==> src/hdl/rgb2yuv_pkg.sv <==
// Shared types, constants and helpers for the RGB to planar YUV 4:2:0 converter.
package rgb2yuv_pkg;

  localparam int unsigned MAX_WIDTH    = 4096;
  localparam int unsigned MAX_HEIGHT   = 4096;

  localparam int unsigned SIZE_W       = 13;
  localparam int unsigned COL_W        = $clog2(MAX_WIDTH);
  localparam int unsigned LINE_W       = $clog2(MAX_HEIGHT);
  localparam int unsigned LUMA_IDX_W   = 24;
  localparam int unsigned CHROMA_IDX_W = 22;
  localparam int unsigned PLANE_W      = 25;
  localparam int unsigned CFG_IDX_W    = 2;
  localparam int unsigned PIX_W        = 24;
  localparam int unsigned OUT_DATA_W   = 104;

  localparam int unsigned FIFO_DEPTH   = 2;
  localparam int unsigned FIFO_PTR_W   = $clog2(FIFO_DEPTH);
  localparam int unsigned FIFO_CNT_W   = $clog2(FIFO_DEPTH + 1);

  typedef logic [SIZE_W-1:0] size_t;

  localparam size_t WIDTH_RESET  = SIZE_W'(1280);
  localparam size_t HEIGHT_RESET = SIZE_W'(720);
  localparam size_t MIN_SIZE     = SIZE_W'(2);

  typedef enum logic [CFG_IDX_W-1:0] {
    CFG_FRAME_WIDTH  = 2'd0,
    CFG_FRAME_HEIGHT = 2'd1
  } cfg_reg_e;

  // One classified pixel, handed from the front end to the datapath.
  typedef struct packed {
    logic [7:0]              red;
    logic [7:0]              green;
    logic [7:0]              blue;
    logic                    chroma;
    logic                    frame_last;
    logic [LUMA_IDX_W-1:0]   luma_idx;
    logic [CHROMA_IDX_W-1:0] chroma_idx;
  } pix_job_t;

  function automatic size_t clamp_size(size_t v, size_t maxv);
    size_t r;
    if (v < MIN_SIZE) begin
      r = MIN_SIZE;
    end else if (v > maxv) begin
      r = maxv;
    end else begin
      r = v;
    end
    return r;
  endfunction

endpackage

==> src/hdl/rgb2yuv_front.sv <==
// Front end: accepts pixels and tracks raster position, luma and chroma indexes.
module rgb2yuv_front import rgb2yuv_pkg::*; (
  input  logic             clk_i,
  input  logic             rst_ni,
  input  logic             s_tvalid_i,
  input  logic [PIX_W-1:0] s_tdata_i,
  input  logic             q_ready_i,
  input  size_t            width_i,
  input  size_t            height_i,
  output logic             push_o,
  output pix_job_t         job_o
);

  logic [COL_W-1:0]        col_q, col_d;
  logic [LINE_W-1:0]       line_q, line_d;
  logic [LUMA_IDX_W-1:0]   luma_idx_q, luma_idx_d;
  logic [CHROMA_IDX_W-1:0] chroma_idx_q, chroma_idx_d;

  logic accept;
  logic chroma;
  logic line_end;
  logic frame_end;

  assign accept    = s_tvalid_i & q_ready_i;
  assign chroma    = ~line_q[0] & ~col_q[0];
  assign line_end  = (SIZE_W'(col_q) + SIZE_W'(1)) >= width_i;
  assign frame_end = line_end && ((SIZE_W'(line_q) + SIZE_W'(1)) >= height_i);

  always_comb begin
    col_d        = col_q;
    line_d       = line_q;
    luma_idx_d   = luma_idx_q;
    chroma_idx_d = chroma_idx_q;
    if (accept) begin
      if (frame_end) begin
        col_d        = '0;
        line_d       = '0;
        luma_idx_d   = '0;
        chroma_idx_d = '0;
      end else begin
        luma_idx_d = luma_idx_q + LUMA_IDX_W'(1);
        if (chroma) begin
          chroma_idx_d = chroma_idx_q + CHROMA_IDX_W'(1);
        end
        if (line_end) begin
          col_d  = '0;
          line_d = line_q + LINE_W'(1);
        end else begin
          col_d  = col_q + COL_W'(1);
        end
      end
    end
  end

  always_ff @(posedge clk_i or negedge rst_ni) begin
    if (!rst_ni) begin
      col_q        <= '0;
      line_q       <= '0;
      luma_idx_q   <= '0;
      chroma_idx_q <= '0;
    end else begin
      col_q        <= col_d;
      line_q       <= line_d;
      luma_idx_q   <= luma_idx_d;
      chroma_idx_q <= chroma_idx_d;
    end
  end

  assign push_o           = accept;
  assign job_o.red        = s_tdata_i[7:0];
  assign job_o.green      = s_tdata_i[15:8];
  assign job_o.blue       = s_tdata_i[23:16];
  assign job_o.chroma     = chroma;
  assign job_o.frame_last = frame_end;
  assign job_o.luma_idx   = luma_idx_q;
  assign job_o.chroma_idx = chroma_idx_q;

endmodule

==> src/hdl/rgb2yuv_fifo.sv <==
// Two-entry queue between the front end and the color datapath.
module rgb2yuv_fifo import rgb2yuv_pkg::*; (
  input  logic     clk_i,
  input  logic     rst_ni,
  input  logic     push_i,
  input  pix_job_t job_i,
  output logic     ready_o,
  input  logic     pop_i,
  output logic     valid_o,
  output pix_job_t job_o
);

  pix_job_t                mem_q [FIFO_DEPTH];
  logic [FIFO_PTR_W-1:0]   wr_ptr_q, rd_ptr_q;
  logic [FIFO_CNT_W-1:0]   count_q;

  assign ready_o = count_q != FIFO_CNT_W'(FIFO_DEPTH);
  assign valid_o = count_q != '0;
  assign job_o   = mem_q[rd_ptr_q];

  always_ff @(posedge clk_i) begin
    if (push_i) begin
      mem_q[wr_ptr_q] <= job_i;
    end
  end

  always_ff @(posedge clk_i or negedge rst_ni) begin
    if (!rst_ni) begin
      wr_ptr_q <= '0;
      rd_ptr_q <= '0;
      count_q  <= '0;
    end else begin
      if (push_i) begin
        wr_ptr_q <= wr_ptr_q + FIFO_PTR_W'(1);
      end
      if (pop_i) begin
        rd_ptr_q <= rd_ptr_q + FIFO_PTR_W'(1);
      end
      if (push_i && !pop_i) begin
        count_q <= count_q + FIFO_CNT_W'(1);
      end else if (pop_i && !push_i) begin
        count_q <= count_q - FIFO_CNT_W'(1);
      end
    end
  end

  a_no_overfill: assert property (@(posedge clk_i) disable iff (!rst_ni)
    count_q <= FIFO_CNT_W'(FIFO_DEPTH))
    else $error("queue count beyond depth");

  a_no_pop_empty: assert property (@(posedge clk_i) disable iff (!rst_ni)
    pop_i |-> valid_o)
    else $error("pop from empty queue");

endmodule

==> src/hdl/rgb2yuv_back.sv <==
// Color datapath: matrix sums, then sample values and plane addresses.
module rgb2yuv_back import rgb2yuv_pkg::*; (
  input  logic                  clk_i,
  input  logic                  rst_ni,
  input  logic                  q_valid_i,
  input  pix_job_t              q_job_i,
  output logic                  pop_o,
  input  logic [PLANE_W-1:0]    plane_i,
  input  logic [PLANE_W-1:0]    vbase_i,
  output logic                  m_tvalid_o,
  input  logic                  m_tready_i,
  output logic [OUT_DATA_W-1:0] m_tdata_o,
  output logic                  m_tuser_o,
  output logic                  m_tlast_o
);

  // stage 1: products and sums
  logic                    s1_valid_q;
  logic [15:0]             y_sum_q;
  logic signed [15:0]      u_sum_q, v_sum_q;
  logic                    s1_chroma_q, s1_last_q;
  logic [LUMA_IDX_W-1:0]   s1_luma_idx_q;
  logic [CHROMA_IDX_W-1:0] s1_chroma_idx_q;

  // stage 2: output beat
  logic                    out_valid_q;
  logic [OUT_DATA_W-1:0]   out_data_q;
  logic                    out_user_q, out_last_q;

  logic s1_adv, out_adv;
  logic signed [17:0] r_s, g_s, b_s;
  logic signed [17:0] y_full, u_full, v_full;

  logic [7:0]         y_val, cb_val, cr_val;
  logic [PLANE_W-1:0] cb_addr, cr_addr;

  assign out_adv = !out_valid_q || m_tready_i;
  assign s1_adv  = !s1_valid_q || out_adv;
  assign pop_o   = q_valid_i && s1_adv;

  assign r_s = signed'({10'b0, q_job_i.red});
  assign g_s = signed'({10'b0, q_job_i.green});
  assign b_s = signed'({10'b0, q_job_i.blue});

  assign y_full = 18'sd66 * r_s + 18'sd129 * g_s + 18'sd25 * b_s;
  assign u_full = 18'sd112 * b_s - 18'sd38 * r_s - 18'sd74 * g_s;
  assign v_full = 18'sd112 * r_s - 18'sd94 * g_s - 18'sd18 * b_s;

  always_ff @(posedge clk_i) begin
    if (pop_o) begin
      y_sum_q         <= y_full[15:0];
      u_sum_q         <= u_full[15:0];
      v_sum_q         <= v_full[15:0];
      s1_chroma_q     <= q_job_i.chroma;
      s1_last_q       <= q_job_i.frame_last;
      s1_luma_idx_q   <= q_job_i.luma_idx;
      s1_chroma_idx_q <= q_job_i.chroma_idx;
    end
  end

  // floor(sum/256)+128 is the high byte with its top bit flipped
  assign y_val   = y_sum_q[15:8] + 8'd16;
  assign cb_val  = s1_chroma_q ? {~u_sum_q[15], u_sum_q[14:8]} : 8'd0;
  assign cr_val  = s1_chroma_q ? {~v_sum_q[15], v_sum_q[14:8]} : 8'd0;
  assign cb_addr = s1_chroma_q ? plane_i + PLANE_W'(s1_chroma_idx_q) : '0;
  assign cr_addr = s1_chroma_q ? vbase_i + PLANE_W'(s1_chroma_idx_q) : '0;

  always_ff @(posedge clk_i) begin
    if (s1_valid_q && out_adv) begin
      out_data_q <= {6'b0, cr_addr, cr_val, cb_addr, cb_val, s1_luma_idx_q, y_val};
      out_user_q <= s1_chroma_q;
      out_last_q <= s1_last_q;
    end
  end

  always_ff @(posedge clk_i or negedge rst_ni) begin
    if (!rst_ni) begin
      s1_valid_q  <= 1'b0;
      out_valid_q <= 1'b0;
    end else begin
      if (s1_adv) begin
        s1_valid_q <= q_valid_i;
      end
      if (out_adv) begin
        out_valid_q <= s1_valid_q;
      end
    end
  end

  assign m_tvalid_o = out_valid_q;
  assign m_tdata_o  = out_data_q;
  assign m_tuser_o  = out_user_q;
  assign m_tlast_o  = out_last_q;

  a_stage_held: assert property (@(posedge clk_i) disable iff (!rst_ni)
    (s1_valid_q && out_valid_q && !m_tready_i) |=> s1_valid_q)
    else $error("stage 1 beat dropped under stall");

  a_no_chroma_zero: assert property (@(posedge clk_i) disable iff (!rst_ni)
    (m_tvalid_o && !m_tuser_o) |-> (m_tdata_o[97:32] == '0))
    else $error("chroma fields not cleared");

endmodule

==> src/hdl/rgb_to_yuv420_planar_stream.sv <==
// Top level of the RGB to planar YUV 4:2:0 (BT.601 studio range) converter.
//
// Channel   Dir  Handshake            Payload
// s_*       in   s_tvalid/s_tready    tdata[23:0]: red, green, blue
// m_*       out  m_tvalid/m_tready    tdata: Y, Y addr, U, U addr, V, V addr;
//                                     tuser: chroma_valid; tlast: frame_last
// cfg_*     in   cfg_valid/cfg_ready  index 0 = frame_width, 1 = frame_height
//
// One pixel per clock sustained while m_tready stays high; an accepted beat
// passes the queue, the matrix sum stage and the output register.
// The 13x13 plane-size multiply runs off the size registers; its product is
// registered into plane_q, and vbase_q is registered from plane_q, for the address adders.
// Reset clears counters and pipeline valids; sizes return to 1280x720.
// Output stalls back up through a two-entry queue; s_tready drops only when it
// is full.
module rgb_to_yuv420_planar_stream import rgb2yuv_pkg::*; (
  input  logic                  clk_i,
  input  logic                  rst_ni,
  input  logic                  s_tvalid_i,
  output logic                  s_tready_o,
  input  logic [PIX_W-1:0]      s_tdata_i,   // [7:0] red, [15:8] green, [23:16] blue
  output logic                  m_tvalid_o,
  input  logic                  m_tready_i,
  // [7:0] luma_value, [31:8] luma_address, [39:32] cb_value, [64:40] cb_address,
  // [72:65] cr_value, [97:73] cr_address, [103:98] zero
  output logic [OUT_DATA_W-1:0] m_tdata_o,
  output logic                  m_tuser_o,   // [0] chroma_valid
  output logic                  m_tlast_o,
  input  logic                  cfg_valid_i,
  output logic                  cfg_ready_o,
  input  logic [CFG_IDX_W-1:0]  cfg_index_i,
  input  size_t                 cfg_data_i
);

  size_t width_q, height_q;
  size_t width_eff, height_eff;
  logic [PLANE_W-1:0] plane_q, vbase_q;
  logic [2*SIZE_W-1:0] plane_full;

  logic     push, pop, q_ready, q_valid;
  pix_job_t push_job, pop_job;

  // Size registers; writes to unknown indexes are dropped.
  assign cfg_ready_o = 1'b1;

  always_ff @(posedge clk_i or negedge rst_ni) begin
    if (!rst_ni) begin
      width_q  <= WIDTH_RESET;
      height_q <= HEIGHT_RESET;
    end else if (cfg_valid_i) begin
      case (cfg_index_i)
        CFG_FRAME_WIDTH:  width_q  <= cfg_data_i;
        CFG_FRAME_HEIGHT: height_q <= cfg_data_i;
        default: ;
      endcase
    end
  end

  assign width_eff  = clamp_size(width_q, SIZE_W'(MAX_WIDTH));
  assign height_eff = clamp_size(height_q, SIZE_W'(MAX_HEIGHT));
  assign plane_full = (2*SIZE_W)'(width_eff) * (2*SIZE_W)'(height_eff);

  // U plane base = W*H, V plane base = W*H + W*H/4 (rounded down)
  always_ff @(posedge clk_i) begin
    plane_q <= plane_full[PLANE_W-1:0];
    vbase_q <= plane_q + (plane_q >> 2);
  end

  assign s_tready_o = q_ready;

  rgb2yuv_front u_front (
    .clk_i      (clk_i),
    .rst_ni     (rst_ni),
    .s_tvalid_i (s_tvalid_i),
    .s_tdata_i  (s_tdata_i),
    .q_ready_i  (q_ready),
    .width_i    (width_eff),
    .height_i   (height_eff),
    .push_o     (push),
    .job_o      (push_job)
  );

  rgb2yuv_fifo u_fifo (
    .clk_i   (clk_i),
    .rst_ni  (rst_ni),
    .push_i  (push),
    .job_i   (push_job),
    .ready_o (q_ready),
    .pop_i   (pop),
    .valid_o (q_valid),
    .job_o   (pop_job)
  );

  rgb2yuv_back u_back (
    .clk_i      (clk_i),
    .rst_ni     (rst_ni),
    .q_valid_i  (q_valid),
    .q_job_i    (pop_job),
    .pop_o      (pop),
    .plane_i    (plane_q),
    .vbase_i    (vbase_q),
    .m_tvalid_o (m_tvalid_o),
    .m_tready_i (m_tready_i),
    .m_tdata_o  (m_tdata_o),
    .m_tuser_o  (m_tuser_o),
    .m_tlast_o  (m_tlast_o)
  );

endmodule
==> config.mk <==
export PLATFORM = sky130hd
export DESIGN_NAME = rgb_to_yuv420_planar_stream
export DESIGN_NICKNAME = d
export VERILOG_FILES = /design/src/hdl/rgb2yuv_pkg.sv /design/src/hdl/rgb2yuv_front.sv /design/src/hdl/rgb2yuv_fifo.sv /design/src/hdl/rgb2yuv_back.sv /design/src/hdl/rgb_to_yuv420_planar_stream.sv
export SDC_FILE = /design/constraint.sdc
export NUM_CORES = 1
export LEC_CHECK = 0
export BUFFER_PORTS_ARGS = -buffer_cell sky130_fd_sc_hd__buf_2
export CELL_PAD_IN_SITES_DETAIL_PLACEMENT = 2
export CELL_PAD_IN_SITES_GLOBAL_PLACEMENT = 2
export CORE_MARGIN = 5
export CORE_UTILIZATION = 40
export CTS_CLUSTER_SIZE = 40
export DETAILED_ROUTE_END_ITERATION = 12
export GPL_TIMING_DRIVEN = 0
export PLACE_DENSITY = 0.85
export SYNTH_ARGS = -nofsm -noshare
export SYNTH_HDL_FRONTEND = slang
export SYNTH_SLANG_ARGS = --single-unit
==> constraint.sdc <==
create_clock -name clk_i -period 13.3 [get_ports clk_i]
set_input_delay 2.66 -clock clk_i [delete_from_list [all_inputs] [get_ports clk_i]]
set_output_delay 2.66 -clock clk_i [all_outputs]
set_load 0.01 [all_outputs]
==> out/results.ini, run 1 <==
[status]
status = completed

[worst_setup_path]
path_class = reg2reg
startpoint_type = flop
cp.arrival_ns = 9.51
crit_required_ns = 13.74
cpMostUsedCell = ha_1
cp-end-kind = flop
cp_slowest_cell = buf_1
cp_max_fo = 10
cpPeakStageDelay_ns = 0.72

[drt]
firstDrtPassIters = 7
wl_um = 116000
wl_per_cell_um = 26.1
vias = 24700
antenna_left = 0
via_per_inst = 5.59
drc = 0
drt_iter0_drc = 1242

[synthesis]
synth-seq-cells = 468
syn_area_um2 = 33200
synthTopCellsByCount = inv_1 (443), ha_1 (376), edfxtp_1 (316), nor2_1 (243), nand2_1 (209)
yosysUniqueCellTypes = 72
syn_avg_cell_area_um2 = 10.7
yosysTopAreaCell = edfxtp_1
async_flop_share_pct = 21.8
yosys_warnings = 0
yosysSeqAreaShare_pct = 39.3
netlist_instances = 3099
synth_ff_type = edfxtp_1
synth_area_leaders = edfxtp_1 (29%), ha_1 (14%), fa_1 (12%), dfrtp_1 (7.2%), inv_1 (5.0%)
synth_top_area_share_pct = 28.6
synth_edf_count = 316
yosysMostFrequentCell = inv_1

[timing]
final_hold_viol_count = 0
finClkSkew_ns = 0.0556
worst_pin_slew_ns = 1.34
whs_ns = 0.420
min_period_over_period_pct = 68.2
slew_headroom_pct = 7.80
setup_viol = 0
period_needed_ns = 9.07
clock.fmax_mhz = 110
final_max_slew_viol_count = 0
rsz0062_at_grt = no
setup_tns_ns = 0

[grt]
grt_usage_pct = 25.5
grt_antenna_before_repair = 3
grt_pass1_wl_um = 176000
grt_max_degree = 68
grt_overflow_total = 0
grt_pass1_vias = 28700

[die]
die_area_um2 = 88800
die_h_um = 298
io_pins = 153
initial_utilization_pct = 40.4
rows = 105
core_area_um2 = 82100
die_w_um = 298

[layout]
syn2layout_area_growth_pct = 12.6
layout-drive-gt1-share_pct = 10.8
final.fill_count = 8429
final_nets = 3933

[placement]
gp_congestion = 0.836
dp_hpwl_um = 86100
io_buffers = 145

[clocking]
clkTransAtPathRegs_ns = 0.06
cts.sinks = 468
cts_root_buf = clkbuf_16
cts_resized = 0
clkLatencyLatePin_ns = 0.66
cts-buffers-inserted = 55
cts_hold_buf = 0
clock_path_buffers = 3
post_cts_buffers = 0
cts_tree = yes
htree_levels = 2

[flow_run]
cap_violations = 0

[worst_hold_path]
hp-class = reg2reg

-- per-layer routing --
metal | vias up | part of all wire (%) | global-route usage, %
met3 | 302 | 4.1 | 3.77
met1 | 12700 | 40 | 29.9
met2 | 700 | 51 | 46.2
li1 | 11000 | - | -
met5 | - | 0.011 | 0
met4 | 2 | 4.9 | 11.5
-- per-stage QoR --
stage,util [%],instance area (µm²),instances,setup slack [ns]
after CTS,45.5,37300,4428,4.30
after detailed placement,43.1,35400,4325,4.64
final,45.5,37300,4429,4.23
after global routing,45.5,37300,4428,3.87
after floorplan,-,33200,3104,6.52
after global placement,42.9,35200,4319,4.34
-- registers in the layout, indices dropped and copies added (netlist names), 12 cells and up --
register,count
height_q,13
plane_q,25
u_back.m_tdata_o,98
u_back.s1_chroma_idx_q,22
u_back.s1_luma_idx_q,24
u_fifo.mem_q,144
u_front.chroma_idx_q,22
u_front.col_q,12
u_front.line_q,12
u_front.luma_idx_q,24
vbase_q,25
width_q,13
-- placed cells by master (no fill, tap or decap), types with 11 or more instances in the layout --
cell	count
nand3_1	52
edfxtp_1	316
o211ai_1	19
or3_1	11
nand4_1	27
o21a_1	24
a31oi_1	11
xnor2_1	121
xor2_1	75
mux2i_1	19
dfrtp_1	96
buf_2	145
nor2b_1	41
clkbuf_1	62
nor3_1	61
inv_1	442
clkinv_1	16
dfxtp_1	50
ha_1	376
fa_1	201
clkbuf_16	56
a21oi_1	132
or2_2	12
nand2b_1	23
and3_1	24
mux2_2	84
o21ai_0	102
nor4_1	11
o31ai_1	11
nor2_1	242
o21bai_1	27
and2_1	28
a21o_1	59
a211oi_1	11
nand2_1	209
-- final timing paths --
path,startpoint,to,slack (ns),cells after the start
setup / recovery,u_fifo.rd_ptr_q$_DFFE_PN0P_,u_back.y_sum_q[12]$_DFFE_PP_,4.23,29
hold reg to reg,u_back.s1_luma_idx_q[19]$_DFFE_PP_,u_back.m_tdata_o[27]$_DFFE_PP_,0.42,0
max in group asynchronous,rst_ni,u_front.chroma_idx_q[20]$_DFFE_PN0P_,10.64,2
min in group asynchronous,rst_ni,u_back.m_tvalid_o$_DFFE_PN0P_,1.96,1
setup reg to reg,u_fifo.rd_ptr_q$_DFFE_PN0P_,u_back.y_sum_q[12]$_DFFE_PP_,4.23,29
hold / removal,u_back.s1_luma_idx_q[19]$_DFFE_PP_,u_back.m_tdata_o[27]$_DFFE_PP_,0.42,0
-- logic make-up (layout without fill, tap and decap cells) --
| group | Yosys count | after routing | synth area share (%) |
|---|---|---|---|
| compound gates | 453 | 453 | 8.71 |
| xor+xnor | 196 | 196 | 5.18 |
| mux | 103 | 103 | 3.43 |
| flops | 468 | 468 | 39.3 |
| other cells | 2 | 8 | 0.0226 |
| buf+inv | 525 | 779 | 6.02 |
| fa+ha+maj | 577 | 577 | 26.3 |
| simple gates | 775 | 775 | 11.0 |
-- area by class of cell --
class	instances	area (µm²)	share of cell area, %
antenna	1	2.50	0.00670
buffer	69	287	0.767
clock buffer	70	1490	4.00
clock inverter	33	417	1.12
inverter	456	1710	4.59
multi-input combinational	2111	18200	48.6
sequential	468	13100	35.0
tap	1070	1340	3.59
timing repair buffer	151	882	2.36
-- worst max-delay path: cells and delay by family (launching register included) --
family / cells / cell delay, ns
xor+xnor: 2 / 0.57
flops: 1 / 0.32
compound gates: 7 / 1.63
buf+inv: 9 / 2.39
fa+ha+maj: 9 / 3.45
mux: 1 / 0.35
simple gates: 1 / 0.13
Power of run 1 is not shown: default switching activity piles up to over one toggle a cycle in this logic, so the estimate is an artifact.
==> run 2: changes to the inputs <==
==> constraint.sdc (replaced) <==
create_clock -name clk_i -period 8.9 [get_ports clk_i]
set_input_delay 1.78 -clock clk_i [delete_from_list [all_inputs] [get_ports clk_i]]
set_output_delay 1.78 -clock clk_i [all_outputs]
set_load 0.01 [all_outputs]
==> out/results.ini, run 2 (synthesis gave the netlist of run 1 again) <==
[grt]
grt_max_degree = 68  ; unchanged
grt_overflow_total = 0  ; unchanged
grt_usage_pct = 25.5  ; unchanged
grt_antenna_before_repair = 3  ; unchanged
grt_pass1_wl_um = 176000  ; unchanged
grt_pass1_vias = 28700  ; unchanged

[drt]
wl_met2_um = 59300  ; -0.28%
antenna_left = 0  ; unchanged
wl_um = 116000  ; about the same
via_per_inst = 5.59  ; about the same
firstDrtPassIters = 6  ; -1
drt_iter0_drc = 1294  ; +4.2%
vias = 24700  ; -0.044%
wl_met3_um = 4830  ; +2.2%
top_layer = met5
m1WireLength_um = 45800  ; +0.23%
wl_per_cell_um = 26.1  ; about the same
drc = 0  ; unchanged

[timing]
final_max_slew_viol_count = 0  ; unchanged
slew_headroom_pct = 8.54  ; +0.74 points
setup_viol = 0  ; unchanged
min_period_over_period_pct = 96.8  ; +29 points
clock.fmax_mhz = 116  ; +5.3%
worst_pin_slew_ns = 1.33  ; -0.0108 ns
setup_tns_ns = 0  ; unchanged
finClkSkew_ns = 0.0555  ; -0.000188 ns
period_needed_ns = 8.62  ; -0.456 ns
rsz0062_at_grt = no
final_hold_viol_count = 0  ; unchanged

[die]
io_pins = 153  ; unchanged
core_area_um2 = 82100  ; unchanged
die_area_um2 = 88800  ; unchanged
die_h_um = 298  ; unchanged
initial_utilization_pct = 40.4  ; unchanged
die_w_um = 298  ; unchanged
rows = 105  ; unchanged

[worst_setup_path]
reg2reg_depth = 27  ; -6.9%
cp_slowest_cell = buf_1
r2r_slack_ns = 0.28  ; -3.94 ns
cpMostUsedCell = ha_1
startpoint_type = flop
rr_startpoint = u_fifo.rd_ptr_q$_DFFE_PN0P_
cp-startpoint = u_fifo.rd_ptr_q$_DFFE_PN0P_
cp_max_fo = 19  ; +9
cp-end-kind = flop
crit_required_ns = 9.33  ; -4.41 ns
cp.arrival_ns = 9.05  ; -0.46 ns
path_class = reg2reg
cpPeakStageDelay_ns = 0.80  ; +0.08 ns
critPathCapture = u_back.y_sum_q[12]$_DFFE_PP_
r2r-end = u_back.y_sum_q[12]$_DFFE_PP_

[layout]
regArea_um2 = 13100  ; unchanged
final_nets = 3932  ; -0.025%
layout_commonest_cell = inv_1
regMostFlops = u_fifo.mem_q
final_cell_mix = inv_1 (442), ha_1 (376), edfxtp_1 (316)
syn2layout_area_growth_pct = 12.6  ; about the same
layout-drive-gt1-share_pct = 10.8  ; +0.033 points
final.fill_count = 8429  ; unchanged
fin_util_pct = 45.5  ; about the same
largest_reg_flops = 144  ; unchanged
multi_input_comb_area_um2 = 18200  ; unchanged

[placement]
gp_congestion = 0.836  ; unchanged
dp_hpwl_um = 86100  ; unchanged
io_buffers = 145  ; unchanged

[clocking]
cts.sinks = 468  ; unchanged
htree_levels = 2  ; unchanged
clock_path_buffers = 3  ; unchanged
clkLatencyLatePin_ns = 0.66  ; about the same
clkTransAtPathRegs_ns = 0.06  ; about the same
cts_root_buf = clkbuf_16
cts-buffers-inserted = 55  ; unchanged
cts_tree = yes
cts_hold_buf = 0  ; unchanged

[worst_hold_path]
hp-class = reg2reg
min_from = u_back.s1_luma_idx_q[19]$_DFFE_PP_

[status]
status = completed

[flow_run]
cap_violations = 0  ; unchanged

[run 2: cell types whose count changed in the layout (fill, tap and decap cells not counted), sizes merged]
| cell | previous run | this run |
|---|---|---|
| buf | 168 | 167 |
[run 2: per-layer routing]
layer	up-vias	global-route usage [%]
met4	2	11.5
met1	12700	29.9
met3	303	3.77
met2	714	46.2
li1	11000	-
met5	-	0
[run 2: per-stage QoR]
step           instance area (µm²)  hold WS (ns)  setup WS [ns]  instances
4_1_cts                      37300         0.422          0.194       4428
2_1_floorplan                33200         0.400           2.12       3104
6_report                     37300         0.420          0.283       4428
3_5_place_dp                 35400         0.412          0.239       4325
3_3_place_gp                 35200         0.403          0.636       4319
5_1_grt                      37300         0.424         0.0286       4427
[run 2: how the worst min path moves through the flow]
stage / end / slack (ns) / cells after the start
floorplan: u_back.m_tdata_o[0]$_DFFE_PP_ / 0.40 / 0
global placement: u_back.m_tdata_o[15]$_DFFE_PP_ / 0.40 / 0
detailed placement: u_back.m_tdata_o[13]$_DFFE_PP_ / 0.41 / 0
CTS: u_back.m_tdata_o[27]$_DFFE_PP_ / 0.42 / 0
global route: u_back.m_tdata_o[8]$_DFFE_PP_ / 0.42 / 0
finish: u_back.m_tdata_o[27]$_DFFE_PP_ / 0.42 / 0
[run 2: cell type report]
| class | count | share of cell area [%] |
|---|---|---|
| sequential | 468 | 35.0 |
| antenna | 1 | 0.00670 |
| multi-input combinational | 2111 | 48.6 |
| tap | 1070 | 3.59 |
| buffer | 68 | 0.761 |
| timing repair buffer | 151 | 2.36 |
| clock buffer | 70 | 4.00 |
| inverter | 456 | 4.59 |
| clock inverter | 33 | 1.12 |
[run 2: critical path, delay by kind of cell, from the launching register on]
| family | cells | cell delay, ns |
|---|---|---|
| adder cells (fa/ha/maj) | 9 | 3.38 |
| multiplexers | 1 | 0.56 |
| AO/OA/AOI/OAI | 7 | 1.65 |
| buffers and inverters | 7 | 1.72 |
| AND/OR/NAND/NOR | 1 | 0.13 |
| XOR/XNOR | 2 | 0.58 |
| flip-flops | 1 | 0.32 |
[run 2: what timing repair did]
item,4_1_cts,5_1_grt
buffers inserted,0,0
resized for setup,1,1
setup endpoints to repair,2,5
Power of run 2 is left out for the same reason.
